## src/hw/rtl/nllf_pkg.sv

```systemverilog
// shared types, character codes and helpers for the name list line filter
`timescale 1ns / 1ps

package nllf_pkg;

  localparam int MAX_NAME_LEN = 256;
  localparam int NAME_LEN_W   = $clog2(MAX_NAME_LEN + 1);

  typedef logic [NAME_LEN_W-1:0] name_len_t;

  typedef enum logic [1:0] {
    MODE_WAIT = 2'd0,
    MODE_NAME = 2'd1,
    MODE_SKIP = 2'd2
  } line_mode_t;

  localparam logic REQ_DATA  = 1'b0;
  localparam logic REQ_FLUSH = 1'b1;

  localparam logic [7:0] CH_HASH   = 8'h23;
  localparam logic [7:0] CH_LF     = 8'h0A;
  localparam logic [7:0] CH_CR     = 8'h0D;
  localparam logic [7:0] CH_SPACE  = 8'h20;
  localparam logic [7:0] CH_DASH   = 8'h2D;
  localparam logic [7:0] CH_USCORE = 8'h5F;
  localparam logic [7:0] CH_COMMA  = 8'h2C;
  localparam logic [7:0] CH_DOT    = 8'h2E;
  localparam logic [7:0] CH_LPAREN = 8'h28;
  localparam logic [7:0] CH_RPAREN = 8'h29;
  localparam logic [7:0] CH_LBRACK = 8'h5B;
  localparam logic [7:0] CH_RBRACK = 8'h5D;
  localparam logic [7:0] CH_MAX_SPACES = 8'hFF;

  function automatic logic is_allowed_char(input logic [7:0] c);
    logic res;
    res = ((c >= 8'h30) && (c <= 8'h39)) ||
          ((c >= 8'h61) && (c <= 8'h7A)) ||
          ((c >= 8'h41) && (c <= 8'h5A)) ||
          (c == CH_DASH)   || (c == CH_USCORE) || (c == CH_COMMA)  ||
          (c == CH_DOT)    || (c == CH_LPAREN) || (c == CH_RPAREN) ||
          (c == CH_LBRACK) || (c == CH_RBRACK);
    return res;
  endfunction

endpackage

```

## src/hw/rtl/name_list_line_filter.sv

```systemverilog
// name list line filter: cleans a names file byte stream into name characters
// usage:
//   in channel carries one request per cycle: a data byte (in_req_type 0) or
//   an end-of-data flush (in_req_type 1); a request is taken when in_valid is
//   high and in_stall is low
//   out channel gives at most one name character per request, with the count
//   of kept spaces before it, a last-of-name flag and a truncation flag
//   each character is held back until the next character or line end
//   arrives, so a name's last character leaves on the CR, LF or flush
//   path: a result passes the request register, then the result register,
//   before it shows on out_valid
//   throughput: one request per cycle while the receiver does not stall; the
//   per-line state loop is compare and small counter logic
//   receiver stall: the result register holds, the request register fills,
//   then in_stall rises until the result is taken
//   reset: synchronous, active low; clears the valid bits of both registers and all line state
//   names longer than MAX_NAME_LEN lose the excess and flag truncation
`timescale 1ns / 1ps

module name_list_line_filter
  import nllf_pkg::*;
(
  input  logic       clk,
  input  logic       rst_n,
  input  logic       in_valid,
  output logic       in_stall,
  input  logic       in_req_type,
  input  logic [7:0] in_data_byte,
  output logic       out_valid,
  input  logic       out_stall,
  output logic [7:0] out_name_char,
  output logic [7:0] out_spaces_before,
  output logic       out_last_of_name,
  output logic       out_name_truncated
);

  localparam name_len_t MAX_LEN = NAME_LEN_W'(MAX_NAME_LEN);

  // request register
  logic       req_valid_r;
  logic       req_type_r;
  logic [7:0] req_byte_r;

  // line state
  line_mode_t mode_r, mode_nxt;
  logic [7:0] held_char_r, held_char_nxt;
  logic       held_valid_r, held_valid_nxt;
  logic [7:0] held_spaces_r, held_spaces_nxt;
  logic [7:0] pend_spaces_r, pend_spaces_nxt;
  name_len_t  name_len_r, name_len_nxt;
  logic       ovf_r, ovf_nxt;

  // result register
  logic       out_valid_r;
  logic [7:0] out_char_r;
  logic [7:0] out_spaces_r;
  logic       out_last_r;
  logic       out_trunc_r;

  logic emit;
  logic emit_last;
  logic advance;
  logic is_end;
  logic allowed;

  assign advance  = !(out_valid_r && out_stall);
  assign in_stall = req_valid_r && !advance;

  assign is_end  = (req_type_r == REQ_FLUSH) || (req_byte_r == CH_LF) ||
                   (req_byte_r == CH_CR);
  assign allowed = is_allowed_char(req_byte_r);

  always_comb begin
    mode_nxt        = mode_r;
    held_char_nxt   = held_char_r;
    held_valid_nxt  = held_valid_r;
    held_spaces_nxt = held_spaces_r;
    pend_spaces_nxt = pend_spaces_r;
    name_len_nxt    = name_len_r;
    ovf_nxt         = ovf_r;
    emit            = 1'b0;
    emit_last       = 1'b0;
    if (is_end) begin
      emit            = held_valid_r;
      emit_last       = 1'b1;
      mode_nxt        = MODE_WAIT;
      held_char_nxt   = '0;
      held_valid_nxt  = 1'b0;
      held_spaces_nxt = '0;
      pend_spaces_nxt = '0;
      name_len_nxt    = '0;
      ovf_nxt         = 1'b0;
    end else begin
      unique case (mode_r)
        MODE_NAME: begin
          if (allowed) begin
            if (name_len_r < MAX_LEN) begin
              emit            = held_valid_r;
              held_char_nxt   = req_byte_r;
              held_valid_nxt  = 1'b1;
              held_spaces_nxt = pend_spaces_r;
              pend_spaces_nxt = '0;
              name_len_nxt    = name_len_r + 1'b1;
            end else begin
              ovf_nxt = 1'b1;
            end
          end else if (req_byte_r == CH_SPACE) begin
            if ((name_len_r < MAX_LEN) && (pend_spaces_r < CH_MAX_SPACES)) begin
              pend_spaces_nxt = pend_spaces_r + 8'd1;
              name_len_nxt    = name_len_r + 1'b1;
            end else begin
              ovf_nxt = 1'b1;
            end
          end
        end
        MODE_SKIP: begin
        end
        default: begin
          if (allowed) begin
            held_char_nxt   = req_byte_r;
            held_valid_nxt  = 1'b1;
            held_spaces_nxt = '0;
            pend_spaces_nxt = '0;
            name_len_nxt    = NAME_LEN_W'(1);
            mode_nxt        = MODE_NAME;
          end else if (req_byte_r == CH_HASH) begin
            mode_nxt = MODE_SKIP;
          end
        end
      endcase
    end
  end

  always_ff @(posedge clk) begin
    if (!rst_n) begin
      req_valid_r <= 1'b0;
    end else if (!in_stall) begin
      req_valid_r <= in_valid;
    end
    if (!in_stall) begin
      req_type_r <= in_req_type;
      req_byte_r <= in_data_byte;
    end
  end

  always_ff @(posedge clk) begin
    if (!rst_n) begin
      mode_r        <= MODE_WAIT;
      held_char_r   <= '0;
      held_valid_r  <= 1'b0;
      held_spaces_r <= '0;
      pend_spaces_r <= '0;
      name_len_r    <= '0;
      ovf_r         <= 1'b0;
    end else if (req_valid_r && advance) begin
      mode_r        <= mode_nxt;
      held_char_r   <= held_char_nxt;
      held_valid_r  <= held_valid_nxt;
      held_spaces_r <= held_spaces_nxt;
      pend_spaces_r <= pend_spaces_nxt;
      name_len_r    <= name_len_nxt;
      ovf_r         <= ovf_nxt;
    end
  end

  always_ff @(posedge clk) begin
    if (!rst_n) begin
      out_valid_r <= 1'b0;
    end else if (advance) begin
      out_valid_r <= req_valid_r && emit;
    end
    if (advance) begin
      out_char_r   <= held_char_r;
      out_spaces_r <= held_spaces_r;
      out_last_r   <= emit_last;
      out_trunc_r  <= ovf_r;
    end
  end

  assign out_valid          = out_valid_r;
  assign out_name_char      = out_char_r;
  assign out_spaces_before  = out_spaces_r;
  assign out_last_of_name   = out_last_r;
  assign out_name_truncated = out_trunc_r;

endmodule

```

## config.mk

```make
export PLATFORM = sky130hd
export DESIGN_NAME = name_list_line_filter
export DESIGN_NICKNAME = d
export VERILOG_FILES = /design/src/hw/rtl/nllf_pkg.sv /design/src/hw/rtl/name_list_line_filter.sv
export SDC_FILE = /design/constraint.sdc
export NUM_CORES = 1
export LEC_CHECK = 0
export BUFFER_PORTS_ARGS = -buffer_cell sky130_fd_sc_hd__buf_2
export CORE_AREA = 2 2 77 79
export DETAILED_ROUTE_END_ITERATION = 8
export DIE_AREA = 0 0 79 81
export GPL_ROUTABILITY_DRIVEN = 0
export PLACE_DENSITY = 0.79
export RECOVER_POWER = 100
export SYNTH_ARGS = -nofsm -noshare
export SYNTH_HDL_FRONTEND = slang
export SYNTH_SLANG_ARGS = --single-unit
```

## constraint.sdc

```tcl
create_clock -name clk -period 2.1 [get_ports clk]
set_input_delay 0.105 -clock clk [delete_from_list [all_inputs] [get_ports clk]]
set_output_delay 0.105 -clock clk [all_outputs]
set_load 0.05 [all_outputs]
```

==> run summary <==
The checks that failed: negative setup slack. Summed over all cells, the static leakage comes to 1.42 nW. TritonCTS built the clock tree.

The combined area of all synthesized cells was 2810 um^2. For the final setup skew, the log shows 0.00655 ns. Most instantiated library cell after synthesis: dfxtp_1.

The critical path is of the flop to flop type. The clock transition at the registers of the reported paths works out to 0.07 ns. Setup repair after global routing could not meet its margin everywhere. Measured along the y axis, the die boundary spans 81 um. Setup violations remaining at the end of the flow were counted as 2.

The delay of the slowest cell on the worst path was 0.57 ns. In this run the tightest slew margin relative to its limit is 30.3%. The floorplan has 28 rows. The post-route netlist has 29.5% of its cells at a drive strength greater than 1. The overall routed net length was 5890 um; the number of synthesized flops with an enable pin was 27.

The number of pins with negative max-slew slack in the final report came out at 0. Startpoint kind of the worst setup timing path: a flop. The class of the most critical hold timing path is input pin to flop. The source-to-sink clock delay at the later pin of the worst-skew pair was 0.33 ns. For this run, the post-layout net count is 341.

The average wire length per cell after detail routing was 14.6 um; the detailed placement HPWL was 3680 um. The shortest clock period the worst path allows after layout is 2.12 ns. After synthesis, the netlist uses 55 different library cells. TritonCTS created 9 clock buffers. The critical path's most frequent cell was a21oi_2. The number of hold violations in the final report came out at 0.

For the number of nets produced by synthesis, the log shows 261. Traced cell by cell, the critical path runs through nor2b_2, o221ai_2, buf_4, a21oi_2, a21oi_2, or4_4, o31ai_2. The part of the Yosys area used for sequential elements is 56.6%. The synthesized area per cell was 11.5 um^2. The via count of the first global-routing pass is 2014.

The filler cells instantiated in the layout total 460. The floorplan step defined a core boundary enclosing 5680 um^2. The maximum fanout along the worst path is 7. Timing analysis after detailed placement gives a worst setup slack of -0.0976 ns. The total overflow reported by the global router is 0. Pin placement for this block handled 33 I/O pins. The reg2reg setup slack came out at -0.02 ns. Prevailing post-synth register cell: dfxtp_1. The tools report the total placed instance area as 3190 um^2.

In the post-synthesis netlist, the biggest area contributors are edfxtp_1 29%, dfxtp_1 28%, a22o_1 4.7%, o211ai_1 2.9%, nand3_1 2.5%. The count of antenna diodes in the layout came out at 0. For this design, the sink count on the clock tree is 66. The synthesized design contains 66 register bits.

Synthesis produced a netlist whose cell count is 244. The run gives 9030 um as the wire length of the first global-routing pass. The logs give 0 for the number of antenna violations at the first check in global routing and 0 for the number of maximum-capacitance constraint violations. The sequential cell area in the final layout was 1590 um^2; the slew at the pin closest to its max-slew limit was 1.05 ns.

Summing over every cut layer, the via total after detailed routing is 2249. STA classifies the critical path endpoint as a flop. For the maximum number of buffers from clock root to sink, the log shows 2. edfxtp_1 takes more of the synthesized area than any other cell.

Global routing consumed, over all layers together, 18.4% of the routing resources. In the routed design, unresolved DRC markers number 0. The layout-stage area growth over the synthesis result was 28.8%; the peak ir drop on the vdd network was 652 uV. The ratio of total power to cell area came out at 688 nW/um^2. The flow ran to the end, but the final reports show violations. In this run the tool buffered the top-level ports with 32 buffer cells. Floorplan die width: 79 um. On the critical path, the stage with the largest delay is an instance of or4_4.

For the maximum number of pins on one net before global-route repair, the log shows 20. The logs give 2.35 ns for the required time at the endpoint of the critical path and 2.37 ns for the arrival time of the worst setup path. The finished cells cover 3620 um^2.

After layout, the worst path uses 101% of the clock period. For the setup slack after layout, the log shows -0.0220 ns. By count the netlist is led by 39 x dfxtp_1, 27 x edfxtp_1, 15 x a22o_1, 14 x nand3_1, 14 x nor2_1.

CTS placed an instance of clkbuf_8 at the clock tree root. In the final layout, the multi-input gates occupy 1200 um^2. The run gives 0 as the number of warnings reported in the yosys synthesis log. Counting flops with an async set or reset pin after synthesis yields a share of 0%. The count of nets left with antenna violations once routing finished came out at 0.

Dividing the detail-routed via count by the number of cells gives 5.57. Derived from the worst setup path, the maximum achievable clock frequency is 471 MHz. The first detailed-routing pass took 4 iterations. The DRC marker count from the first detailed-route iteration is 218, and the fraction of synthesized cell area taken by the top area cell type is 28.8%. In this run the number of H-tree levels came out at 3. For the starting density of the core, the log shows 49.6%.

For the area of the die, the log shows 6400 um^2.
[metal layers]
metal	vias to the layer above	GRT usage (%)	wire length, um
met5	-	0	0
met4	0	9.66	93
met1	1067	23.0	2660
met2	84	28.9	2790
met3	10	5.33	350
li1	1088	-	-
[cell type report]
cell class | instances | share of cell area, %
Clock buffer | 11 | 3.90
Sequential cell | 66 | 43.9
Tap cell | 75 | 2.59
Timing Repair Buffer | 79 | 14.7
Inverter | 8 | 0.897
Clock inverter | 5 | 0.794
Multi-Input combinational cell | 160 | 33.2
[stage by stage]
| stage | total power, mW | utilization, % | cells | hold slack, ns | TNS, ns |
|---|---|---|---|---|---|
| floorplan | 1.50 | - | 244 | 0.204 | 0 |
| global placement | 1.55 | 56.3 | 365 | 0.281 | -0.509 |
| detailed placement | 1.55 | 56.3 | 365 | 0.283 | -1.43 |
| CTS | 2.47 | 61.2 | 391 | 0.144 | 0 |
| global route | 2.59 | 63.9 | 404 | 0.173 | -1.24 |
| finish | 2.49 | 63.9 | 404 | 0.165 | -0.0247 |
[timing repair]
item | in CTS | in global routing
gates resized for setup | 1 | 20
pin swaps | 0 | 13
setup buffers | 0 | 11
hold buffers | 10 | 0
gates cloned | 0 | 2
setup endpoints to repair | 16 | 32
endpoints found under the hold margin | 10 | 0
[flip-flops by register name, indices dropped and copies added (netlist names)]
name,count
held_char_r,8
held_spaces_r,8
held_valid_r,1
mode_r,2
name_len_r,9
out_last_of_name,1
out_name_char,8
out_name_truncated,1
out_spaces_before,8
out_valid,1
ovf_r,1
pend_spaces_r,8
req_byte_r,8
req_type_r,1
req_valid_r,1
[critical path: cells and delay by family, from the launching register on]
kind / cells / cell delay (ns)
DFF: 1 / 0.50
AOI/OAI and AO/OA: 4 / 0.57
buffers and inverters: 1 / 0.16
and+or+nand+nor: 2 / 0.80
[cells in the final DEF, fill, tap and decap left out, types with 6 or more instances in the layout]
master         count
dlygate4sd3_1     10
buf_2             14
inv_1              7
o211ai_1          11
edfxtp_1          27
nand2_1           11
nand3_1           14
and3_1             9
a22o_1            15
clkbuf_8          10
nor2_1            13
clkbuf_1          21
nand2b_1           8
dfxtp_1           39
buf_4             31
o21ai_0            6
[kinds of logic (layout without fill, tap and decap cells)]
family / Yosys count / in the layout / share of synthesized area, %
adder cells (fa/ha/maj): 4 / 4 / 1.78
AO/OA/AOI/OAI: 70 / 70 / 21.1
AND/OR/NAND/NOR: 85 / 85 / 17.1
flip-flops: 66 / 66 / 56.6
buffers and inverters: 18 / 103 / 3.20
XOR/XNOR: 1 / 1 / 0.311
[final timing paths]
path / from / end / cells past startpoint
min reg2reg: held_spaces_r[5] / out_spaces_before[5] / 0
max: req_byte_r[2] / name_len_r[3] / 7
max reg2reg: req_byte_r[2] / name_len_r[3] / 7
min: rst_n / pend_spaces_r[2] / 3
[report_power, final]
part	internal [mW]	leakage [nW]	switching (mW)
combinational	0.0974	0.697	0.113
clock	0.455	0.0894	0.459
sequential	1.35	0.630	0.0211
Power figures use the tool's default switching activity.
